[src/sv/char_fifo_with_newline_tracking_unit_assert.svh]
// Assertion macros for the character queue RTL, included by the pointer control.
// Depends on nothing; assertions are sampled on clk and disabled while rst_n is low.
`ifndef CHAR_FIFO_WITH_NEWLINE_TRACKING_UNIT_ASSERT_SVH
`define CHAR_FIFO_WITH_NEWLINE_TRACKING_UNIT_ASSERT_SVH

`ifndef ASSERT_OFF
// A property that must hold at every clock edge outside reset.
`define CFNT_ASSERT(lbl, prop, msg) \
  lbl: assert property (@(posedge clk) disable iff (!rst_n) (prop)) else $error(msg);
// A condition that, once seen, must be followed by another in the next cycle.
`define CFNT_ASSERT_NEXT(lbl, ante, cons, msg) \
  lbl: assert property (@(posedge clk) disable iff (!rst_n) (ante) |=> (cons)) \
    else $error(msg);
`else
`define CFNT_ASSERT(lbl, prop, msg)
`define CFNT_ASSERT_NEXT(lbl, ante, cons, msg)
`endif

`endif

[src/sv/cfnt_pkg.sv]
// Shared types and constants of the character queue with newline tracking.
// Used by the pointer control and the top level; depends on nothing.
package cfnt_pkg;

  // Queue geometry: one slot is always kept free.
  localparam int DEPTH = 64;
  localparam int PTR_W = $clog2(DEPTH);
  localparam int CHAR_W = 8;

  // Special bytes.
  localparam logic [CHAR_W-1:0] NEWLINE_BYTE   = 8'd10;
  localparam logic [CHAR_W-1:0] EMPTY_UNINSERT = 8'd36;
  localparam logic [CHAR_W-1:0] EMPTY_REMOVE   = 8'd33;
  localparam logic [CHAR_W-1:0] NO_CHAR        = 8'd0;

  // Operation codes carried on the mode field.
  typedef enum logic [1:0] {
    MODE_INSERT   = 2'd0,
    MODE_UNINSERT = 2'd1,
    MODE_REMOVE   = 2'd2
  } mode_t;

  // Access to the byte storage issued by the control logic.
  typedef struct packed {
    logic              we;
    logic [PTR_W-1:0]  waddr;
    logic [CHAR_W-1:0] wdata;
    logic [PTR_W-1:0]  raddr;
  } ram_req_t;

  // Result beat assembled by the control logic and registered in the cycle after the command.
  typedef struct packed {
    logic              valid;
    logic              use_ram;
    logic [CHAR_W-1:0] fixed_char;
    logic              done_res;
    logic              is_empty;
    logic              is_full;
    logic              has_newline;
  } res_t;

  // Ring pointer steps for any depth.
  function automatic logic [PTR_W-1:0] ptr_next(input logic [PTR_W-1:0] p);
    return (p == PTR_W'(DEPTH - 1)) ? '0 : p + PTR_W'(1);
  endfunction

  function automatic logic [PTR_W-1:0] ptr_prev(input logic [PTR_W-1:0] p);
    return (p == '0) ? PTR_W'(DEPTH - 1) : p - PTR_W'(1);
  endfunction

endpackage

[src/sv/cfnt_ram.sv]
// Generic single-write, single-read synchronous RAM with a registered read.
// Depends on nothing.
module cfnt_ram #(
  parameter int WIDTH = 8,
  parameter int DEPTH = 64
) (
  input  logic                     clk,
  input  logic                     we,
  input  logic [$clog2(DEPTH)-1:0] waddr,
  input  logic [WIDTH-1:0]         wdata,
  input  logic [$clog2(DEPTH)-1:0] raddr,
  output logic [WIDTH-1:0]         rdata
);

  logic [WIDTH-1:0] mem_r [DEPTH];
  logic [WIDTH-1:0] rdata_r;

  // Write port and registered read port.
  always_ff @(posedge clk) begin
    if (we) begin
      mem_r[waddr] <= wdata;
    end
    rdata_r <= mem_r[raddr];
  end

  assign rdata = rdata_r;

endmodule

[src/sv/cfnt_ctrl.sv]
// Pointer and newline-mark control of the character queue.
// Depends on cfnt_pkg and the assertion macro header.
`include "char_fifo_with_newline_tracking_unit_assert.svh"

module cfnt_ctrl (
  input  logic                        clk,
  input  logic                        rst_n,
  input  logic                        accept,
  input  logic [1:0]                  mode,
  input  logic [cfnt_pkg::CHAR_W-1:0] char_in,
  output cfnt_pkg::ram_req_t          ram_req,
  output cfnt_pkg::res_t              res
);

  logic [cfnt_pkg::PTR_W-1:0] head_r, head_nxt;
  logic [cfnt_pkg::PTR_W-1:0] tail_r, tail_nxt;
  logic [cfnt_pkg::PTR_W-1:0] nl_r, nl_nxt;
  cfnt_pkg::res_t             res_r, res_nxt;
  logic [cfnt_pkg::PTR_W-1:0] tail_inc, tail_dec;
  logic                       empty_now, full_now, empty_nxt;

  assign tail_inc  = cfnt_pkg::ptr_next(tail_r);
  assign tail_dec  = cfnt_pkg::ptr_prev(tail_r);
  assign empty_now = (head_r == tail_r);
  assign full_now  = (tail_inc == head_r);

  // Decode the command, update the pointers and issue the storage access.
  always_comb begin
    head_nxt            = head_r;
    tail_nxt            = tail_r;
    nl_nxt              = nl_r;
    ram_req.we          = 1'b0;
    ram_req.waddr       = tail_r;
    ram_req.wdata       = char_in;
    ram_req.raddr       = head_r;
    res_nxt.valid       = accept;
    res_nxt.use_ram     = 1'b0;
    res_nxt.fixed_char  = cfnt_pkg::NO_CHAR;
    res_nxt.done_res    = 1'b0;
    if (accept) begin
      unique case (cfnt_pkg::mode_t'(mode))
        cfnt_pkg::MODE_INSERT: begin
          if (!full_now) begin
            ram_req.we = 1'b1;
            if (char_in == cfnt_pkg::NEWLINE_BYTE) begin
              nl_nxt = tail_r;
            end else if (nl_r == tail_r) begin
              nl_nxt = tail_inc;
            end
            tail_nxt         = tail_inc;
            res_nxt.done_res = 1'b1;
          end
        end
        cfnt_pkg::MODE_UNINSERT: begin
          if (empty_now) begin
            res_nxt.fixed_char = cfnt_pkg::EMPTY_UNINSERT;
          end else begin
            if (nl_r == tail_r) begin
              nl_nxt = tail_dec;
            end
            tail_nxt         = tail_dec;
            ram_req.raddr    = tail_dec;
            res_nxt.use_ram  = 1'b1;
            res_nxt.done_res = 1'b1;
          end
        end
        cfnt_pkg::MODE_REMOVE: begin
          if (empty_now) begin
            res_nxt.fixed_char = cfnt_pkg::EMPTY_REMOVE;
          end else begin
            if (nl_r == head_r) begin
              nl_nxt = tail_r;
            end
            head_nxt         = cfnt_pkg::ptr_next(head_r);
            res_nxt.use_ram  = 1'b1;
            res_nxt.done_res = 1'b1;
          end
        end
        default: begin
          // Unused code: nothing changes.
        end
      endcase
    end
    empty_nxt           = (head_nxt == tail_nxt);
    res_nxt.is_empty    = empty_nxt;
    res_nxt.is_full     = (cfnt_pkg::ptr_next(tail_nxt) == head_nxt);
    res_nxt.has_newline = !empty_nxt && (nl_nxt != tail_nxt);
  end

  // Pointer state and the result register.
  always_ff @(posedge clk) begin
    if (!rst_n) begin
      head_r       <= '0;
      tail_r       <= '0;
      nl_r         <= '0;
      res_r.valid  <= 1'b0;
    end else begin
      head_r       <= head_nxt;
      tail_r       <= tail_nxt;
      nl_r         <= nl_nxt;
      res_r.valid  <= res_nxt.valid;
    end
    res_r.use_ram     <= res_nxt.use_ram;
    res_r.fixed_char  <= res_nxt.fixed_char;
    res_r.done_res    <= res_nxt.done_res;
    res_r.is_empty    <= res_nxt.is_empty;
    res_r.is_full     <= res_nxt.is_full;
    res_r.has_newline <= res_nxt.has_newline;
  end

  assign res = res_r;

  // Checks on the pointer logic.
  `CFNT_ASSERT(a_not_empty_and_full, !(empty_now && full_now), "queue both empty and full")
  `CFNT_ASSERT_NEXT(a_insert_fills, accept && (mode == cfnt_pkg::MODE_INSERT) && !full_now, res_r.valid && !res_r.is_empty, "insert left queue empty")
  `CFNT_ASSERT_NEXT(a_idle_holds, !accept, $stable(head_r) && $stable(tail_r) && !res_r.valid, "pointers moved without a command")
  `CFNT_ASSERT(a_newline_needs_data, !(res_r.valid && res_r.has_newline && res_r.is_empty), "newline flagged on empty queue")

endmodule

[src/sv/char_fifo_with_newline_tracking_unit.sv]
// Top level of the character queue with newline tracking.
// Depends on cfnt_pkg, cfnt_ctrl and cfnt_ram.
//
//   channel   ports                                           handshake
//   command   start, busy, in_mode, in_char_in                start && !busy
//   result    out_valid, out_char_out, out_done_res,          out_valid, one cycle
//             out_is_empty, out_is_full, out_has_newline
//
// A command is taken in any cycle; busy stays low, so one beat per cycle is sustained.
// Its result beat appears in the next cycle, set by the registered read of the
// byte storage RAM. Pointers live in flops, so a write is visible to the next command.
// Reset is synchronous and active low; it clears the pointers and needs no RAM sweep.
// The receiver cannot stall; results are never held.
module char_fifo_with_newline_tracking_unit (
  input  logic                        clk,
  input  logic                        rst_n,
  input  logic                        start,
  output logic                        busy,
  input  logic [1:0]                  in_mode,
  input  logic [cfnt_pkg::CHAR_W-1:0] in_char_in,
  output logic                        out_valid,
  output logic [cfnt_pkg::CHAR_W-1:0] out_char_out,
  output logic                        out_done_res,
  output logic                        out_is_empty,
  output logic                        out_is_full,
  output logic                        out_has_newline
);

  cfnt_pkg::ram_req_t          ram_req;
  cfnt_pkg::res_t              res;
  logic [cfnt_pkg::CHAR_W-1:0] ram_rdata;
  logic                        accept;

  // The queue never stalls a command.
  assign busy   = 1'b0;
  assign accept = start && !busy;

  cfnt_ctrl u_ctrl (
    .clk     (clk),
    .rst_n   (rst_n),
    .accept  (accept),
    .mode    (in_mode),
    .char_in (in_char_in),
    .ram_req (ram_req),
    .res     (res)
  );

  cfnt_ram #(
    .WIDTH (cfnt_pkg::CHAR_W),
    .DEPTH (cfnt_pkg::DEPTH)
  ) u_storage (
    .clk   (clk),
    .we    (ram_req.we),
    .waddr (ram_req.waddr),
    .wdata (ram_req.wdata),
    .raddr (ram_req.raddr),
    .rdata (ram_rdata)
  );

  // Result beat: the byte comes from storage or is a fixed code.
  assign out_valid       = res.valid;
  assign out_char_out    = res.use_ram ? ram_rdata : res.fixed_char;
  assign out_done_res    = res.done_res;
  assign out_is_empty    = res.is_empty;
  assign out_is_full     = res.is_full;
  assign out_has_newline = res.has_newline;

endmodule

[config.mk]
export PLATFORM = sky130hd
export DESIGN_NAME = char_fifo_with_newline_tracking_unit
export DESIGN_NICKNAME = d
export VERILOG_FILES = /design/src/sv/cfnt_pkg.sv /design/src/sv/cfnt_ram.sv /design/src/sv/cfnt_ctrl.sv /design/src/sv/char_fifo_with_newline_tracking_unit.sv
export VERILOG_INCLUDE_DIRS = /design/src /design/src/sv
export SDC_FILE = /design/constraint.sdc
export NUM_CORES = 1
export LEC_CHECK = 0
export ABC_AREA = 1
export ABC_CLOCK_PERIOD_IN_PS = 3650
export BUFFER_PORTS_ARGS = -buffer_cell sky130_fd_sc_hd__buf_4
export CORE_MARGIN = 2
export CORE_UTILIZATION = 55
export DETAILED_ROUTE_END_ITERATION = 10
export PLACE_DENSITY = 0.72
export SYNTH_ARGS = -nofsm -noshare
export SYNTH_HDL_FRONTEND = slang
export SYNTH_HIERARCHICAL = 1
export SYNTH_SLANG_ARGS = --single-unit
export TNS_END_PERCENT = 20
[constraint.sdc]
create_clock -name clk -period 3.65 [get_ports clk]
set_clock_uncertainty 0.1 [all_clocks]
set_input_delay 0.365 -clock clk [delete_from_list [all_inputs] [get_ports clk]]
set_output_delay 0.365 -clock clk [all_outputs]
set_load 0.01 [all_outputs]
==> qor.txt <==
Status: completed
Syn Inst Count: 2352
Post-synth top area share: 62.8%
Async SR Flop Fraction: 0%
Storage cell area: 16100 um^2
Top cell by count, worst path: nand2_1
Worst skew pair latency: 0.59 ns
Multi-input logic area: 7160 um^2
Final period util: 94.5%
Endpoints failing setup: 0
Final worst slack: 0.202 ns
Die ar.: 46200 um^2
Clock root cell: clkbuf_16
Netlist cell types: 43
Most instantiated library cell after synthesis: nand2_1
Placed cell area: 25500 um^2
Routed WL: 64900 um
Clock Tree Buf Depth: 3
Synth top area cells: edfxtp_1 63%, nand2_1 13%, nand3_1 9.9%
Critical R2R Launch: u_ctrl/head_r[1]
Crit path largest cell delay: 0.47 ns
Post-placement setup slack: 0.0337 ns
Die width: 215 um
Main flop type after synthesis: edfxtp_1
WL/cell: 21.2 um
First-pass GRT wire length: 99400 um
Setup_tns: 0 ns
Hold Path Origin: start
Via density: 5.90
Total Routing Usage GR: 27.9%
Reg clk slew, reported paths: 0.06 ns
Critical path required time: 4.03 ns
Critical Path Start Type: flip-flop
First DRT Iteration DRCs: 1932
Reg2Reg Depth: 20
Leak Pwr: 0.0104 uW
Row count: 77
CTS Buf Count: 53
Io pins: 27
Max-slew violation count: 0
Post-route cell area: 27300 um^2
Min Tclk post-route: 3.45 ns
Worst hold stages: 4
Flops & latches, synth: 547
Worst min-delay path class: input port to flip-flop
Gr ovfl total: 0
Vias in the first global route: 17438
Largest net degree at the start of global routing: 121
Buf/Inv on CP: 5
Layout cells sized above 1: 11.4%
Worst path slowest cell: dfxtp_1
Hold WS: 0.136 ns
Core area: 44000 um^2
Port Buf Inserts: 25
H-tree levels: 2
CTS tree: built
Worst path cell trace: inv_2, nand2_1, nand4_1, nor2_2, nand2_4, nand2_2, nor2_1, buf_4, o21ai_4, buf_12, clkinv_8, buf_16, nand2_1, nand3_1, nand3_1, nand2_1, nand2_1, nand3_1, nand3_1, nand2_1
Worst R2R End: u_storage/rdata[7]
Routed Antenna Nets: 0
Worst slew pin tran: 1.24 ns
Crit. End Element: flip-flop
Hold endpoint: u_ctrl/res[6]
Initial Util: 55.6%
Max-cap viol count: 0
Critical path fanouts, max: 37
Vias: 18043
Critical path arrival: 3.83 ns
Yosys warns: 6
PD cells: 511 nW/um^2
Top cells by count, synth: 827 x nand2_1, 512 x edfxtp_1, 486 x nand3_1
Seq/Total Area, Yosys: 65.7%
Fill count: 3418
Initial antenna violation count: 3
DP Cell Count: 2956
DRT Pass-1 Iters: 7
Maximum vdd drop: 0.389 mV
Area leader, netlist: edfxtp_1
GP Congestion: 1.02
Post-synth EDFFs: 512
R2R Setup Slk: 0.20 ns
Layout Nets: 2447
CP Class: flip-flop to flip-flop
Die height: 215 um
Syn Area/Cell: 10.4 um^2
Number of remaining DRC errors: 0
Non-Filler Instances: 3058
Area Overhead vs Synth: 11.7%
Rel. slew slack: 17.0%
Half-perimeter wire length after placement: 38700 um
Clock sink total: 547
Family with the most delay on the worst path: simple AND/OR/NAND/NOR gates
Peak Freq: 290 MHz
Cell Area, Synth: 24500 um^2
Final Hold Fails: 0
[state kept, by name, summed over array words and instances, names as in the netlist]
register         flops
u_ctrl/nl_r          6
u_ctrl/head_r        6
u_storage/mem_r    512
u_storage/rdata      8
u_ctrl/res           9
u_ctrl/tail_r        6
[metal layers]
metal  vias to the layer above  global-route usage, %  wire (um)
met5                         -                      0          0
met2                       959                   44.6      30500
met3                       183                   4.90       6210
li1                       8218                      -          -
met1                      8683                   38.2      25600
met4                         0                   11.3       2620
[worst max path at each step]
stage                                start                      to  slack (ns)  depth (start not counted)
final                     u_ctrl/head_r[1]      u_storage/rdata[7]        0.20                         20
after global routing      u_ctrl/head_r[2]      u_storage/rdata[0]      -0.001                         21
after CTS                 u_ctrl/tail_r[1]  u_storage/mem_r[55][3]        0.02                         15
after detailed placement  u_ctrl/tail_r[1]  u_storage/mem_r[55][4]        0.03                         15
after global placement    u_ctrl/tail_r[1]  u_storage/mem_r[55][1]        0.06                         15
after floorplan           u_ctrl/tail_r[1]  u_storage/mem_r[50][0]        0.13                         15
[cell usage in the layout (no fill, tap or decap), types with 3 or more instances in the layout]
master,instances
nand3_2,6
conb_1,6
bufinv_16,3
buf_12,8
nand3_1,486
nor3_1,5
nor4_1,9
clkinv_2,5
nor2_2,5
clkbuf_1,10
o211ai_1,9
a21oi_1,13
xnor2_1,3
buf_4,140
inv_2,14
nor2_1,122
nand2_1,827
nand2_4,4
ha_1,8
o21ai_0,21
nand3b_1,4
edfxtp_1,512
clkinv_1,20
dfxtp_2,4
a21oi_2,3
xor2_1,9
nand4_1,23
clkbuf_16,57
nand2_2,9
buf_16,4
dfxtp_1,31
inv_1,55
o21ai_4,3
[where the power goes]
part           leakage, uW  switching, uW  internal, uW
Clock             0.000799           2260          2970
Sequential         0.00489           38.6          6910
Combinational      0.00470           1260           519
Total               0.0104           3560         10400
[tightest hold or removal path, cell delays in order]
cell and delay (ns):
buf_4 0.13, clkinv_1 0.06, buf_4 0.16, nor2_1 0.06
[cell families (layout without fill, tap and decap cells)]
family	Yosys count	count (layout)	share of synthesized area, %
AND/OR/NAND/NOR	1505	1505	26.5
buffers and inverters	218	327	5.35
flip-flops	547	547	65.7
other	2	7	0.0307
adder cells (fa/ha/maj)	8	8	0.409
AO/OA/AOI/OAI	59	59	1.48
XOR/XNOR	13	13	0.522
[through the flow]
stage	utilization, %	total power (uW)
floorplan	-	8300
global placement	58.0	8760
detailed placement	58.0	8770
CTS	61.7	13900
global route	62.1	14400
finish	62.1	14000
[layout make-up]
type / count / area share (%)
diodes: 1 / 0.00915
clock buffers: 66 / 5.22
clock inverters: 28 / 0.792
inverters: 76 / 1.13
multi-input cells: 1591 / 26.2
flip-flops and latches: 547 / 58.8
well taps: 592 / 2.71
repair buffers: 157 / 5.13
[timing repair]
| action | CTS | global route |
|---|---|---|
| setup endpoints to repair | 0 | 228 |
| hold buffers | 2 | 0 |
| gates resized for setup | 0 | 16 |
| endpoints found under the hold margin | 1 | 0 |
| buffers inserted | 0 | 3 |
Power figures use the tool's default switching activity.
